### src/rtl/lfc_pkg.sv
// Shared types, class codes and match constants for the log token field classifier.
// Used by every module of the block; depends on nothing.
package lfc_pkg;

  // Field class codes
  localparam logic [3:0] CLS_TIMESTAMP = 4'd0;
  localparam logic [3:0] CLS_IP        = 4'd1;
  localparam logic [3:0] CLS_ENDPOINT  = 4'd2;
  localparam logic [3:0] CLS_METHOD    = 4'd3;
  localparam logic [3:0] CLS_VERSION   = 4'd4;
  localparam logic [3:0] CLS_MS        = 4'd5;
  localparam logic [3:0] CLS_STATUS    = 4'd6;
  localparam logic [3:0] CLS_TEXT      = 4'd7;
  localparam logic [3:0] CLS_ERROR     = 4'd8;

  // Byte constants
  localparam logic [7:0] CH_LBRACKET = 8'h5B;
  localparam logic [7:0] CH_DOT      = 8'h2E;
  localparam logic [7:0] CH_SLASH    = 8'h2F;
  localparam logic [7:0] CH_ZERO     = 8'h30;
  localparam logic [7:0] CH_NINE     = 8'h39;
  localparam logic [15:0] MS_SUFFIX  = 16'h6D73;  // "ms"

  // Method words, bit order GET, POST, PUT, DELETE, PATCH
  localparam int NUM_METHODS = 5;
  localparam logic [7:0] METHOD_WORDS [0:4][0:5] = '{
    '{8'h47, 8'h45, 8'h54, 8'h00, 8'h00, 8'h00},
    '{8'h50, 8'h4F, 8'h53, 8'h54, 8'h00, 8'h00},
    '{8'h50, 8'h55, 8'h54, 8'h00, 8'h00, 8'h00},
    '{8'h44, 8'h45, 8'h4C, 8'h45, 8'h54, 8'h45},
    '{8'h50, 8'h41, 8'h54, 8'h43, 8'h48, 8'h00}
  };
  localparam logic [2:0] METHOD_LENS [0:4] = '{3'd3, 3'd4, 3'd3, 3'd6, 3'd5};

  // "HTTP/" prefix
  localparam logic [2:0] HTTP_LEN = 3'd5;
  localparam logic [7:0] HTTP_WORD [0:4] = '{8'h48, 8'h54, 8'h54, 8'h50, 8'h2F};

  // Status code range
  localparam logic [30:0] STATUS_MIN = 31'd100;
  localparam logic [30:0] STATUS_MAX = 31'd599;

  // One input request
  typedef struct packed {
    logic [7:0] char_byte;
    logic       end_of_token;
    logic       empty_token;
  } lfc_item_t;

  // Running per-token summary
  typedef struct packed {
    logic [7:0]  first_char;
    logic [2:0]  length_sat;
    logic [1:0]  dot_count_sat;
    logic        all_digit_or_dot;
    logic        all_digit;
    logic        prefix_all_digit;
    logic [15:0] recent_bytes;
    logic [1:0]  recent_digit_flags;
    logic [4:0]  method_match_vector;
    logic        http_prefix_match;
    logic [30:0] numeric_value;
    logic        numeric_overflow;
  } lfc_state_t;

  localparam lfc_state_t STATE_RESET = '{
    first_char:          8'd0,
    length_sat:          3'd0,
    dot_count_sat:       2'd0,
    all_digit_or_dot:    1'b1,
    all_digit:           1'b1,
    prefix_all_digit:    1'b1,
    recent_bytes:        16'd0,
    recent_digit_flags:  2'd0,
    method_match_vector: 5'b11111,
    http_prefix_match:   1'b1,
    numeric_value:       31'd0,
    numeric_overflow:    1'b0
  };

endpackage

### src/rtl/log_token_field_classifier_top.sv
// Log token field classifier: sorts each token of a log line into a field class.
//
// Input channel (in_valid / in_stall): one byte of a token per request, with
// in_end_of_token on the last byte. in_empty_token ends the token without a
// byte; if no bytes are pending the class is error.
// Result channel (out_valid / out_stall): one out_field_class per token.
//
// A token end passes the input register and then the result register before
// out_valid rises with its class; a stalled result can hold the token end in
// the input register between the two.
// Throughput: one byte per cycle while no token end waits on a stalled result,
// set by the single update pass between the input register and the token summary registers.
// A stalled result holds its value; bytes that do not end a token still flow
// while it waits, and a token end waits in the input register, with in_stall
// high, until the result register frees.
// Reset (rst_n low, synchronous) empties both registers and clears the
// token summary to the start of an empty token.
// Depends on lfc_pkg, lfc_in_stage and lfc_token_track.
module log_token_field_classifier_top
  import lfc_pkg::*;
(
  input  logic       clk,
  input  logic       rst_n,
  input  logic       in_valid,
  output logic       in_stall,
  input  logic [7:0] in_char_byte,
  input  logic       in_end_of_token,
  input  logic       in_empty_token,
  output logic       out_valid,
  input  logic       out_stall,
  output logic [3:0] out_field_class
);

  lfc_item_t  in_item, item;
  logic       item_valid, go, fin;
  logic [3:0] field_class;
  logic       out_valid_r, out_valid_nxt;
  logic [3:0] out_class_r;
  logic       out_free;

  assign in_item = '{char_byte: in_char_byte, end_of_token: in_end_of_token,
                     empty_token: in_empty_token};

  lfc_in_stage u_in_stage (
    .clk        (clk),
    .rst_n      (rst_n),
    .in_valid   (in_valid),
    .in_stall   (in_stall),
    .in_item    (in_item),
    .go         (go),
    .item_valid (item_valid),
    .item       (item)
  );

  lfc_token_track u_track (
    .clk         (clk),
    .rst_n       (rst_n),
    .item        (item),
    .go          (go),
    .fin         (fin),
    .field_class (field_class)
  );

  // A token end moves only when the result register can take it
  assign out_free = ~out_valid_r | ~out_stall;
  assign go       = item_valid & (~fin | out_free);

  // Result register
  always_comb begin
    out_valid_nxt = out_valid_r;
    if (go && fin) begin
      out_valid_nxt = 1'b1;
    end else if (!out_stall) begin
      out_valid_nxt = 1'b0;
    end
  end

  always_ff @(posedge clk) begin
    if (!rst_n) begin
      out_valid_r <= 1'b0;
    end else begin
      out_valid_r <= out_valid_nxt;
    end
  end

  always_ff @(posedge clk) begin
    if (go && fin) begin
      out_class_r <= field_class;
    end
  end

  assign out_valid       = out_valid_r;
  assign out_field_class = out_class_r;

endmodule

### src/rtl/lfc_in_stage.sv
// Input register of the classifier: holds one request until the token tracker takes it.
// Depends on lfc_pkg.
module lfc_in_stage
  import lfc_pkg::*;
(
  input  logic      clk,
  input  logic      rst_n,
  input  logic      in_valid,
  output logic      in_stall,
  input  lfc_item_t in_item,
  input  logic      go,
  output logic      item_valid,
  output lfc_item_t item
);

  logic      valid_r, valid_nxt;
  lfc_item_t item_r;
  logic      take;

  // Stall only while the held request cannot move on
  assign in_stall = valid_r & ~go;
  assign take     = in_valid & ~in_stall;

  always_comb begin
    valid_nxt = valid_r;
    if (take) begin
      valid_nxt = 1'b1;
    end else if (go) begin
      valid_nxt = 1'b0;
    end
  end

  always_ff @(posedge clk) begin
    if (!rst_n) begin
      valid_r <= 1'b0;
    end else begin
      valid_r <= valid_nxt;
    end
  end

  // Payload needs no reset
  always_ff @(posedge clk) begin
    if (take) begin
      item_r <= in_item;
    end
  end

  assign item_valid = valid_r;
  assign item       = item_r;

endmodule

### src/rtl/lfc_token_track.sv
// Per-token summary registers, their byte update and the end-of-token class decision.
// Depends on lfc_pkg.
module lfc_token_track
  import lfc_pkg::*;
(
  input  logic       clk,
  input  logic       rst_n,
  input  lfc_item_t  item,
  input  logic       go,
  output logic       fin,
  output logic [3:0] field_class
);

  lfc_state_t st_r, st_nxt, upd;
  logic       dig;
  logic [2:0] pos;
  logic [7:0] c;
  logic [34:0] acc;
  logic       method_hit;

  assign c   = item.char_byte;
  assign pos = st_r.length_sat;
  assign dig = (c >= CH_ZERO) && (c <= CH_NINE);
  assign fin = item.empty_token | item.end_of_token;

  // Decimal accumulate: value*10 + digit
  assign acc = ({4'd0, st_r.numeric_value} << 3) + ({4'd0, st_r.numeric_value} << 1)
             + {31'd0, 4'(c - CH_ZERO)};

  // Fold the byte into the summary
  always_comb begin
    upd = st_r;
    if (!item.empty_token) begin
      if (pos == 3'd0) begin
        upd.first_char = c;
      end
      if (c == CH_DOT && st_r.dot_count_sat != 2'd3) begin
        upd.dot_count_sat = st_r.dot_count_sat + 2'd1;
      end
      if (!(dig || c == CH_DOT)) begin
        upd.all_digit_or_dot = 1'b0;
      end
      if (!dig) begin
        upd.all_digit = 1'b0;
      end
      // older recent byte leaves the suffix window
      if (pos >= 3'd2 && !st_r.recent_digit_flags[1]) begin
        upd.prefix_all_digit = 1'b0;
      end
      upd.recent_bytes       = {st_r.recent_bytes[7:0], c};
      upd.recent_digit_flags = {st_r.recent_digit_flags[0], dig};
      for (int w = 0; w < NUM_METHODS; w++) begin
        if (pos >= METHOD_LENS[w]) begin
          upd.method_match_vector[w] = 1'b0;
        end else if (METHOD_WORDS[w][pos] != c) begin
          upd.method_match_vector[w] = 1'b0;
        end
      end
      if (pos < HTTP_LEN) begin
        if (HTTP_WORD[pos] != c) begin
          upd.http_prefix_match = 1'b0;
        end
      end
      if (dig && !st_r.numeric_overflow) begin
        if (|acc[34:31]) begin
          upd.numeric_overflow = 1'b1;
        end else begin
          upd.numeric_value = acc[30:0];
        end
      end
      if (pos != 3'd7) begin
        upd.length_sat = pos + 3'd1;
      end
    end
  end

  // Exact method match on the updated summary
  always_comb begin
    method_hit = 1'b0;
    for (int w = 0; w < NUM_METHODS; w++) begin
      if (upd.method_match_vector[w] && upd.length_sat == METHOD_LENS[w]) begin
        method_hit = 1'b1;
      end
    end
  end

  // Priority classification
  always_comb begin
    if (upd.length_sat == 3'd0) begin
      field_class = CLS_ERROR;
    end else if (upd.first_char == CH_LBRACKET) begin
      field_class = CLS_TIMESTAMP;
    end else if (upd.dot_count_sat == 2'd3 && upd.all_digit_or_dot) begin
      field_class = CLS_IP;
    end else if (upd.first_char == CH_SLASH) begin
      field_class = CLS_ENDPOINT;
    end else if (method_hit) begin
      field_class = CLS_METHOD;
    end else if (upd.length_sat >= 3'd5 && upd.http_prefix_match) begin
      field_class = CLS_VERSION;
    end else if (upd.length_sat > 3'd2 && upd.recent_bytes == MS_SUFFIX
                 && upd.prefix_all_digit) begin
      field_class = CLS_MS;
    end else if (upd.all_digit && upd.numeric_overflow) begin
      field_class = CLS_ERROR;
    end else if (upd.all_digit && upd.numeric_value >= STATUS_MIN
                 && upd.numeric_value <= STATUS_MAX) begin
      field_class = CLS_STATUS;
    end else begin
      field_class = CLS_TEXT;
    end
  end

  // Clear for the next token once this one ends
  always_comb begin
    st_nxt = st_r;
    if (go) begin
      st_nxt = fin ? STATE_RESET : upd;
    end
  end

  always_ff @(posedge clk) begin
    if (!rst_n) begin
      st_r <= STATE_RESET;
    end else begin
      st_r <= st_nxt;
    end
  end

endmodule

### config.mk
export PLATFORM = sky130hd
export DESIGN_NAME = log_token_field_classifier_top
export DESIGN_NICKNAME = d
export VERILOG_FILES = /design/src/rtl/lfc_pkg.sv /design/src/rtl/log_token_field_classifier_top.sv /design/src/rtl/lfc_in_stage.sv /design/src/rtl/lfc_token_track.sv
export SDC_FILE = /design/constraint.sdc
export NUM_CORES = 1
export LEC_CHECK = 0
export BUFFER_PORTS_ARGS = -buffer_cell sky130_fd_sc_hd__clkbuf_2
export CAP_MARGIN = 5
export CORE_UTILIZATION = 40
export DETAILED_ROUTE_END_ITERATION = 16
export GPL_TIMING_DRIVEN = 1
export MAX_ROUTING_LAYER = met4
export SYNTH_ARGS = -nofsm -noshare
export SYNTH_HDL_FRONTEND = slang
export SYNTH_SLANG_ARGS = --single-unit
### constraint.sdc
create_clock -name clk -period 4.5 [get_ports clk]
set_clock_uncertainty 0.15 [all_clocks]
set_input_delay 0.45 -clock clk [delete_from_list [all_inputs] [get_ports clk]]
set_output_delay 0.45 -clock clk [all_outputs]
set_load 0.02 [all_outputs]
# [Word-level counts from Yosys, hierarchy flattened]
# Memories as Yosys holds them, arrays and structs flattened.
# Cells that the tools add are included.
[totals] reg_bits=88 rom_bits=384 in_bits=14 output_inout_bits=6 memories=6
[classes] add_sub_neg=5 magnitude_cmp=13 eq_ne=19 muxes=52 n_bitwise=12 n_reduce_logical=28
[mem_list] memory="(name not given)" words=8 word_bits=8 rd=1 rd_ports_with_merged_regs=0 write_ports=0 line_no="lfc_token_track.sv:55" source="end else if (METHOD_WORDS[w][pos] != c) begin"
[mem_list] memory="(name not given)" words=8 word_bits=8 rd=1 rd_ports_with_merged_regs=0 write_ports=0 line_no="lfc_token_track.sv:55"
[mem_list] memory="(name not given)" words=8 word_bits=8 rd=1 rd_ports_with_merged_regs=0 write_ports=0 line_no="lfc_token_track.sv:55"
[mem_list] memory="(name not given)" words=8 word_bits=8 rd=1 rd_ports_with_merged_regs=0 write_ports=0 line_no="lfc_token_track.sv:55"
[mem_list] memory="(name not given)" words=8 word_bits=8 rd=1 rd_ports_with_merged_regs=0 write_ports=0 line_no="lfc_token_track.sv:55"
[mem_list] memory="(name not given)" words=8 word_bits=8 rd=1 rd_ports_with_merged_regs=0 write_ports=0 line_no="lfc_token_track.sv:60" source="if (HTTP_WORD[pos] != c) begin"
[ops] op="72-bit 2-to-1 mux" count=2
[ops] op="8-bit 2-to-1 mux" count=13
[ops] op="8-bit != test" count=6
[ops] op="34-bit by 32-bit adder with 35-bit output" count=1
[ops] op="35-bit by 4-bit adder with 35-bit output" count=1
[ops] op="32-bit 2-to-1 mux" count=1
[ops] op="31-bit by 7-bit >= comparator with 1-bit output (second input constant)" count=1
[ops] op="31-bit by 10-bit less-or-equal comparator with 1-bit output (second input constant)" count=1
[ops] op="31-bit 2-to-1 mux" count=1
[ops] op="4-bit 2-to-1 mux" count=7
[ops] op="1-bit 2-to-1 mux" count=26
[ops] op="1-bit logical AND" count=17
[ops] op="16-bit by 15-bit equality test with 1-bit output (second input constant)" count=1
[ops] op="8-bit by 6-bit equality test with 1-bit output (second input constant)" count=2
[ops] op="3-bit >= comparator (second input constant)" count=4
[ops] op="3-bit equality test (second input constant)" count=3
[ops] op="8-bit by 7-bit equality test with 1-bit output (second input constant)" count=1
[ops] op="8-bit by 6-bit >= comparator with 1-bit output (second input constant)" count=1
[ops] op="8-bit by 6-bit less-or-equal comparator with 1-bit output (second input constant)" count=1
[ops] op="3-bit by 2-bit >= comparator with 1-bit output (second input constant)" count=2
[ops] op="3-bit zero test" count=2
[ops] op="1-bit inverter" count=5
[ops] op="5-bit OR reduction" count=1
[ops] op="4-bit >= comparator (second input constant)" count=1
[ops] op="22 further kinds" count=28

# [Logic depth before layout (Yosys ltp)]
# Gate-level depths: netlist (run 1).
[logic_depth] depth_word=19 mapped_depth=17 depth_no_buf=14

# [By module]
# Synthesis (run 1) repeated with hierarchy kept, for this count alone.
[hier_totals] hier_cells=848 hier_area_um2=6931.6
[modules_own_cells] mod="lfc_token_track" n_inst=1 cells_each=823 area_each_um2=6409.9
[modules_own_cells] mod="lfc_in_stage" n_inst=1 cells_each=14 area_each_um2=347.8
[modules_own_cells] mod="log_token_field_classifier_top" n_inst=1 cells_each=11 area_each_um2=173.9

# [Worst setup path before layout (run 1)]
# No wires, ideal clock.
[synth_path] path_type="reg-to-reg" from="reg u_in_stage.item_r, in the netlist u_in_stage.item[5]" to="reg out_class_r[0], in the netlist out_field_class[0] (data pin)" setup_ns=0.270 arrival_ns=3.910 required_time_ns=4.080 setup_slack_ns=0.171 path_stages_with_launch=15 path_buffers=1 cell_sequence="edfxtp_1 -> buf_2 -> inv_1 -> fa_1 -> fa_1 -> and2b_1 -> o2111ai_1 -> a211o_2 -> nand3_2 -> xor2_1 -> or3_1 -> or4_1 -> or4_1 -> nor4_1 -> a311oi_1"
[synth_between] elab_chain_cells=16
[synth_rtl] element="start: declaration" line_no="lfc_in_stage.sv:17" source="lfc_item_t item_r;"
[synth_rtl] element="start signal: assignment" line_no="lfc_in_stage.sv:44" source="item_r <= in_item;"
[synth_rtl] element="4-bit by 1-bit subtractor with 4-bit output" line_no="lfc_token_track.sv:28" source="+ {31'd0, 4'(c - CH_ZERO)};"
[synth_rtl] element="35-bit by 4-bit adder with 35-bit output" line_no="lfc_token_track.sv:28"
[synth_rtl] element="4-bit OR reduction" line_no="lfc_token_track.sv:65" source="if (|acc[34:31]) begin"
[synth_rtl] element="31-bit 2-to-1 mux" line_no="lfc_token_track.sv:65"
[synth_rtl] element="32-bit 2-to-1 mux" line_no="lfc_token_track.sv:64" source="if (dig && !st_r.numeric_overflow) begin"
[synth_rtl] element="72-bit 2-to-1 mux (*)" line_no="lfc_token_track.sv:33" source="if (!item.empty_token) begin"
[synth_rtl] element="31-bit by 7-bit >= comparator with 1-bit output" line_no="lfc_token_track.sv:106" source="end else if (upd.all_digit && upd.numeric_value >= STATUS_MIN"
[synth_rtl] element="1-bit logical AND" line_no="lfc_token_track.sv:106"
[synth_rtl] element="1-bit logical AND" line_no="lfc_token_track.sv:107" source="&& upd.numeric_value <= STATUS_MAX) begin"
[synth_rtl] element="1-bit 2-to-1 mux" line_no="lfc_token_track.sv:106"
[synth_rtl] element="4-bit 2-to-1 mux" line_no="lfc_token_track.sv:104" source="end else if (upd.all_digit && upd.numeric_overflow) begin"
[synth_rtl] element="4-bit 2-to-1 mux" line_no="lfc_token_track.sv:101" source="end else if (upd.length_sat > 3'd2 && upd.recent_bytes == MS_SUFFIX"
[synth_rtl] element="4-bit 2-to-1 mux" line_no="lfc_token_track.sv:99" source="end else if (upd.length_sat >= 3'd5 && upd.http_prefix_match) begin"
[synth_rtl] element="4-bit 2-to-1 mux" line_no="lfc_token_track.sv:97" source="end else if (method_hit) begin"
[synth_rtl] element="4-bit 2-to-1 mux" line_no="lfc_token_track.sv:95" source="end else if (upd.first_char == CH_SLASH) begin"
[synth_rtl] element="4-bit 2-to-1 mux" line_no="lfc_token_track.sv:93" source="end else if (upd.dot_count_sat == 2'd3 && upd.all_digit_or_dot) begin"
[synth_rtl] element="end signal: assignment" line_no="log_token_field_classifier_top.sv:88" source="out_class_r <= field_class;"
[synth_rtl] element="end: declaration" line_no="log_token_field_classifier_top.sv:38" source="logic [3:0] out_class_r;"
# Every way passes the cells marked *; elsewhere a longest branch is shown, timed or not. The select of a mux whose other input is x is not followed.
# A chain may end at the register's enable or synchronous reset.

# [Worst setup path after layout (run 1)]
# Same ends and word-level chain as after synthesis.

==> results of run 1 <==
[metal layers]
metal  share of wire [%]  routed length (µm)  vias up
met5                   0                   0        -
met4                 1.8                 314        0
met3                 4.6                 815       32
met2                  44                7680      165
met1                  50                8741     2820
li1                    -                   -     2834
[layout make-up]
type | count | area [µm²]
Tap cell | 216 | 270.3
Clock inverter | 7 | 71.32
Multi-Input combinational cell | 593 | 4288
Fill cell | 1596 | 8818
Sequential cell | 88 | 1902
Clock buffer | 9 | 225.2
Timing Repair Buffer | 31 | 197.7
Inverter | 30 | 112.6
[cells by family (layout without fill, tap and decap cells)]
group,after synthesis,in the layout
flops,88,88
fa+ha+maj,70,70
compound gates,243,243
simple gates,240,240
xor+xnor,37,37
mux,3,3
buf+inv,69,77
[where the power goes]
| part | internal (µW) | switching (µW) | leakage [µW] |
|---|---|---|---|
| clock | 393 | 373 | 0.000148 |
| sequential | 813 | 18.9 | 0.000733 |
| combinational | 43.4 | 72.3 | 0.00210 |
| total | 1250 | 464 | 0.00298 |
[Yosys cell counts, types with 5 or more instances]
library cell,count,area (µm²)
sky130_fd_sc_hd__o21ai_0,37,185.2
sky130_fd_sc_hd__o21ai_1,9,45.04
sky130_fd_sc_hd__nand2b_1,6,37.54
sky130_fd_sc_hd__dfxtp_1,74,1481
sky130_fd_sc_hd__nor3_1,11,55.05
sky130_fd_sc_hd__nor2b_1,36,225.2
sky130_fd_sc_hd__a21oi_1,44,220.2
sky130_fd_sc_hd__nand2_1,60,225.2
sky130_fd_sc_hd__ha_1,68,850.8
sky130_fd_sc_hd__a22oi_1,30,225.2
sky130_fd_sc_hd__nand3_1,10,50.05
sky130_fd_sc_hd__or3_1,8,50.05
sky130_fd_sc_hd__buf_6,7,78.83
sky130_fd_sc_hd__inv_1,30,112.6
sky130_fd_sc_hd__a211oi_1,6,45.04
sky130_fd_sc_hd__clkbuf_1,15,56.30
sky130_fd_sc_hd__a22o_1,31,271.5
sky130_fd_sc_hd__nor2_1,36,135.1
sky130_fd_sc_hd__a211o_1,6,52.55
sky130_fd_sc_hd__buf_2,11,55.05
sky130_fd_sc_hd__nor3b_1,6,45.04
sky130_fd_sc_hd__a21o_1,9,67.56
sky130_fd_sc_hd__and3_1,5,31.28
sky130_fd_sc_hd__a31oi_1,14,87.58
sky130_fd_sc_hd__edfxtp_1,14,420.4
sky130_fd_sc_hd__xnor2_1,20,175.2
sky130_fd_sc_hd__nand4_1,18,112.6
sky130_fd_sc_hd__or4_1,6,45.04
sky130_fd_sc_hd__nor4_1,9,56.30
sky130_fd_sc_hd__o21a_1,8,60.06
sky130_fd_sc_hd__o211ai_1,6,45.04
sky130_fd_sc_hd__xor2_1,17,148.9
[stage by stage]
stage / hold WS, ps / cells / util [%]
after floorplan: 272.4 / 750 / -
after global placement: 282.1 / 958 / 42.53
after detailed placement: 299.3 / 958 / 42.53
after CTS: 111.9 / 974 / 44.39
after global routing: 110.3 / 974 / 44.49
final: 117.2 / 974 / 44.49
[how the worst min path moves through the flow]
stage                          to  depth (start not counted)        startpoint  slack, ps
2_1_floorplan    u_track.st_r[57]                          2  u_track.st_r[57]        270
3_3_place_gp     u_track.st_r[57]                          2  u_track.st_r[57]        280
3_5_place_dp     u_track.st_r[57]                          2  u_track.st_r[57]        300
4_1_cts        u_in_stage.item[6]                          1   in_char_byte[4]        110
5_1_grt        u_in_stage.item[6]                          1   in_char_byte[4]        110
6_report       u_in_stage.item[4]                          1   in_char_byte[2]        120
[worst max-delay path: cells and delay by family (launching register included)]
family          cells  cell delay, ps
simple gates        6            1780
fa+ha+maj           2             950
compound gates      3             640
flops               1             350
buf+inv             1              80
xor+xnor            1              80
[flip-flops by register name (all words and copies together), names as in the netlist]
signal	count
out_field_class	4
out_valid	1
u_in_stage.item	10
u_track.pos	3
u_in_stage.item_valid	1
u_track.st_r	69
[placed cells by master (no fill, tap or decap), types with 18 or more instances in the layout]
cell,count
sky130_fd_sc_hd__dfxtp_1,74
sky130_fd_sc_hd__ha_1,68
sky130_fd_sc_hd__nand2_1,60
sky130_fd_sc_hd__a21oi_1,44
sky130_fd_sc_hd__nor2_1,36
sky130_fd_sc_hd__nor2b_1,36
sky130_fd_sc_hd__o21ai_0,36
sky130_fd_sc_hd__a22o_1,31
sky130_fd_sc_hd__inv_1,30
sky130_fd_sc_hd__a22oi_1,30
sky130_fd_sc_hd__xnor2_1,20
sky130_fd_sc_hd__clkbuf_2,19
sky130_fd_sc_hd__nand4_1,18
[timing repair]
item,in CTS,in global routing
endpoints found under the hold margin,0,0
hold buffers,0,0
endpoints found under the setup margin,0,25
gates resized for setup,0,3
==> impl_metrics.toml, run 1 <==
[yosys]
post_synth_inst_count = 750
synth-edff-count = 14
ys_types = 83
synth_top_family_by_area = "compound AO/OA/AOI/OAI gates"
average_cell_area_after_synthesis_um2 = 8.687
synthFlopType = "sky130_fd_sc_hd__dfxtp_1"
synth_sequential_area_ratio_pct = 29.19
syn-cell-area_um2 = 6515
post_synth_xor_area_fraction_pct = 4.974
post_synthesis_compound_gate_area_fraction_pct = 26.16
synth.net_count = 834
synthSimpleGateAreaFrac_pct = 20.24
muxShareOfSynthArea_pct = 0.4801
ys.warnings.count = 0
synth-seq-cells = 88
async_flop_share_pct = 0
synth_adder_area_share_pct = 13.67

[critical_path]
longest_individual_stage_delay_on_the_worst_path_ps = 530
worstReg2RegEnd = "out_field_class[0]"
worst_setup_path_endpoint = "out_field_class[0]"
rr_worst_depth = 13
worst_path_max_delay_cell = "sky130_fd_sc_hd__fa_1"
criticalPathCategory = "reg -> reg"
crit-reg2reg-launch = "u_in_stage.item[5]"
critical_path.cell_chain = "inv_1 -> fa_1 -> fa_2 -> and2b_1 -> o2111ai_1 -> a211o_2 -> nand3_2 -> xor2_1 -> or3_1 -> or4_1 -> or4_1 -> nor4_2 -> a311oi_1"
worst_ep_required_time_ps = 4450
peak_fanout_along_the_critical_path = 5
timing.critical_path.from_type = "flop"
reg2reg_slack_ps = 220
critical_path.endpoint_type = "flop"
crit_top_cell = "sky130_fd_sc_hd__or4_1"
crit_path_start = "u_in_stage.item[5]"
cp.arrival_ps = 4220

[power]
total_leakage_power_uw = 0.002979
vdd.ir_drop.worst_mv = 0.2005
p_per_area_nw_per_um2 = 242.4
total_power_draw_uw = 1713

[finish]
antenna_cells = 0
final_cell_area_um2 = 7067
share_of_post_route_cells_with_drive_strength_above_1_pct = 9.631
final_net_count = 837
layout-area-overhead-vs-synth_pct = 8.469

[clock_tree]
tritoncts = "done"
ctsRootBufferMaster = "sky130_fd_sc_hd__clkbuf_16"
clock-sinks = 88
post_cts_buffers = 0
clk_pin_slew_worst_setup_hold_paths_ps = 70
cts.htree.levels = 3
num_cts_buffers = 9
max-clock-path-buffers = 2
worst_skew_pair.late_latency_ps = 360

[drt]
detail_route.first_pass.iterations = 6
route.detailed.wl_per_inst_um = 18.02
drt-initial-drc-count = 509
post_drt_via_cell_ratio = 6.007
drc_errors = 0
finalWirelength_um = 17550
antenna_violating_nets_post_route = 0
route.vias.total = 5851

[placement]
gpl.final_weighted_congestion = 0.8857
dp_hpwl_um = 13140
pre_cts_ws_ps = 107.3
io_buffers = 19
place_area_um2 = 6755

[global_routing]
grt.met2_usage_pct = 32.93
grt_pass1_wl_um = 28210
gr-usage-met1_pct = 30.46
grt_overflow = 0
first_global_vias = 5411
globalRoute.busiestLayer = "met2"
number_of_antenna_violations_at_the_first_check_in_global_routing = 0
grt_use_total_pct = 22.24
grt_use_met3_pct = 3.509
grt_start_max_net_pins = 37

[sta]
maxClockFrequency_mhz = 233.9
tightestPinTransition_ps = 832.5
final_min_period_over_clock_period_pct = 95.01
finalHoldViolCount = 0
unrepaired_setup_endpoints_after_global_routing = "no"
setup_viol = 0
slew_headroom_pct = 44.39
final.setup.tns_ps = 0
layout_setup_ws_ps = 224.3
drv_slew = 0
finalCriticalPeriod_ps = 4276

[run_status]
status = "completed"

[floorplanning]
pin_count = 20
design.die.area_um2 = 16800
die_x_um = 129.6
initial_utilization_pct = 41.01
floorplan.core_area_um2 = 15890
num_rows = 46
die_y_um = 129.6

[job]
drv_cap = 0

[worst_hold_path]
min_path_type = "in -> reg"
Power figures use the tool's default switching activity.
==> run 2, diff against run 1 <==
--- a/config.mk
+++ b/config.mk
@@ -9,2 +9,3 @@
 export CAP_MARGIN = 5
+export CORE_MARGIN = 4
 export CORE_UTILIZATION = 40
@@ -13,2 +14,3 @@
 export MAX_ROUTING_LAYER = met4
+export PLACE_DENSITY = 0.62
 export SYNTH_ARGS = -nofsm -noshare
==> constraint.sdc (replaced) <==
create_clock -name clk -period 4.5 [get_ports clk]
set_clock_uncertainty 0.15 [all_clocks]
set_input_delay 0.9 -clock clk [delete_from_list [all_inputs] [get_ports clk]]
set_output_delay 0.9 -clock clk [all_outputs]
set_load 0.02 [all_outputs]
==> impl_metrics.toml, run 2 (same netlist as run 1, synthesis figures left out) <==
[run_status]
status = "completed"

[global_routing]
grt_start_max_net_pins = 37
grt_overflow = 0
grt_use_total_pct = 19.95
first_global_vias = 5660
number_of_antenna_violations_at_the_first_check_in_global_routing = 0
grt_pass1_wl_um = 29060

[floorplanning]
design.die.area_um2 = 18390
floorplan.core_area_um2 = 15940
die_x_um = 135.6
initial_utilization_pct = 40.86
num_rows = 46
pin_count = 20
die_y_um = 135.6

[drt]
finalWirelength_um = 17440
post_drt_via_cell_ratio = 5.975
antenna_violating_nets_post_route = 0
drt-initial-drc-count = 529
drc_errors = 0
detail_route.first_pass.iterations = 5
route.vias.total = 5820
route.detailed.wl_per_inst_um = 17.90

[critical_path]
worst_ep_required_time_ps = 4440
peak_fanout_along_the_critical_path = 5
crit-reg2reg-launch = "u_in_stage.item[4]"
crit_path_start = "u_in_stage.item[4]"
critical_path.endpoint_type = "flop"
cp.arrival_ps = 4210
timing.critical_path.from_type = "flop"
criticalPathCategory = "reg -> reg"

[sta]
drv_slew = 0
maxClockFrequency_mhz = 234.2
final_min_period_over_clock_period_pct = 94.87
setup_viol = 0
tightestPinTransition_ps = 838.8
worst_hold_slack_ps = 307.4
final.setup.tns_ps = 0
finalCriticalPeriod_ps = 4269
slew_headroom_pct = 43.96
unrepaired_setup_endpoints_after_global_routing = "no"
finalHoldViolCount = 0

[finish]
layout-area-overhead-vs-synth_pct = 8.200
registers.top_by_ff_count = "u_track.st_r"
flip_flop_count_of_the_largest_register_all_copies_and_words_added = 69
layout.cells.most_common_list = "73 x sky130_fd_sc_hd__dfxtp_1, 68 x sky130_fd_sc_hd__ha_1, 60 x sky130_fd_sc_hd__nand2_1"
layout_commonest_cell = "sky130_fd_sc_hd__dfxtp_1"
layout.filler_cells = 1585
final_net_count = 837
share_of_post_route_cells_with_drive_strength_above_1_pct = 9.631
antenna_cells = 0

[clock_tree]
num_cts_buffers = 9
tritoncts = "done"
clock-sinks = 88
cts.htree.levels = 3
ctsRootBufferMaster = "sky130_fd_sc_hd__clkbuf_16"
post_cts_buffers = 0
worst_skew_pair.late_latency_ps = 350
clk_pin_slew_worst_setup_hold_paths_ps = 70
max-clock-path-buffers = 2
hold_bufs_at_cts = 0

[power]
total_leakage_power_uw = 0.002977
p_per_area_nw_per_um2 = 239.8
vdd.ir_drop.worst_mv = 0.1945

[placement]
io_buffers = 19
gpl.final_weighted_congestion = 0.9120
dp_hpwl_um = 13100

[worst_hold_path]
min_path_type = "reg -> reg"
worstHoldStart = "u_track.st_r[57]"

[job]
drv_cap = 0
==> run 2: cell count changes in the layout (fill, tap and decap cells not counted) <==
| cell | delta |
|---|---|
| sky130_fd_sc_hd__a311oi_2 | -1 |
| sky130_fd_sc_hd__a311oi_1 | +1 |
| sky130_fd_sc_hd__inv_6 | -1 |
| sky130_fd_sc_hd__inv_4 | +2 |
| sky130_fd_sc_hd__dfxtp_2 | +1 |
| sky130_fd_sc_hd__clkinv_8 | -1 |
| sky130_fd_sc_hd__dfxtp_1 | -1 |
==> run 2: cell type report <==
type | instances | area [µm²] | share of cell area [%]
Multi-Input combinational cell | 593 | 4282 | 60.74
Sequential cell | 88 | 1903 | 27.00
Tap cell | 216 | 270.3 | 3.834
Clock buffer | 9 | 225.2 | 3.195
Timing Repair Buffer | 31 | 197.7 | 2.804
Inverter | 30 | 112.6 | 1.597
Clock inverter | 7 | 58.81 | 0.8342
==> run 2: metal layers <==
metal	GRT usage, %	vias up	wire length, µm
met5	-	-	0
met4	6.383	0	322
met3	2.897	24	805
met2	30.42	147	7770
met1	27.33	2815	8536
li1	-	2834	-
==> run 2: critical path: stages, from the launching register on <==
cell	delay, ps
sky130_fd_sc_hd__edfxtp_1	410
sky130_fd_sc_hd__ha_1	310
sky130_fd_sc_hd__ha_1	160
sky130_fd_sc_hd__inv_1	60
sky130_fd_sc_hd__fa_2	400
sky130_fd_sc_hd__and2b_1	230
sky130_fd_sc_hd__o2111ai_1	140
sky130_fd_sc_hd__a211o_2	380
sky130_fd_sc_hd__nand3_2	120
sky130_fd_sc_hd__xor2_1	90
sky130_fd_sc_hd__or3_1	380
sky130_fd_sc_hd__or4_1	400
sky130_fd_sc_hd__or4_1	500
sky130_fd_sc_hd__nor4_2	150
sky130_fd_sc_hd__a311oi_1	120
==> run 2: timing repair <==
action                                 4_1_cts  5_1_grt
resized for setup                            0        3
endpoints found under the hold margin        0        0
setup endpoints to repair                    0       32
==> run 2: final timing paths <==
| path | to | slack, ps | cells after the start |
|---|---|---|---|
| worst min-delay path | u_track.st_r[57] | 310 | 2 |
| worst max-delay path | out_field_class[0] | 230 | 14 |
| worst max register to register | out_field_class[0] | 230 | 14 |
| worst min register to register | u_track.st_r[57] | 310 | 2 |
==> run 2: report_power, final <==
group          switching (µW)  leakage (µW)  internal, µW  total, µW
Combinational            72.2       0.00210          42.8        115
Clock                     358      0.000145           387        745
Sequential               17.5      0.000733           813        831
Total                     448       0.00298          1240       1690
==> run 2: through the flow <==
stage	cells	power, µW	util [%]	worst slack (ps)	area [µm²]
final	974	1690	44.22	231.0	7049
after global routing	974	1747	44.22	1.457	7049
after CTS	974	1706	44.15	87.95	7039
after detailed placement	958	962.1	42.37	112.9	6755
after global placement	958	959.2	42.37	211.9	6755
after floorplan	750	925.8	-	170.6	6515
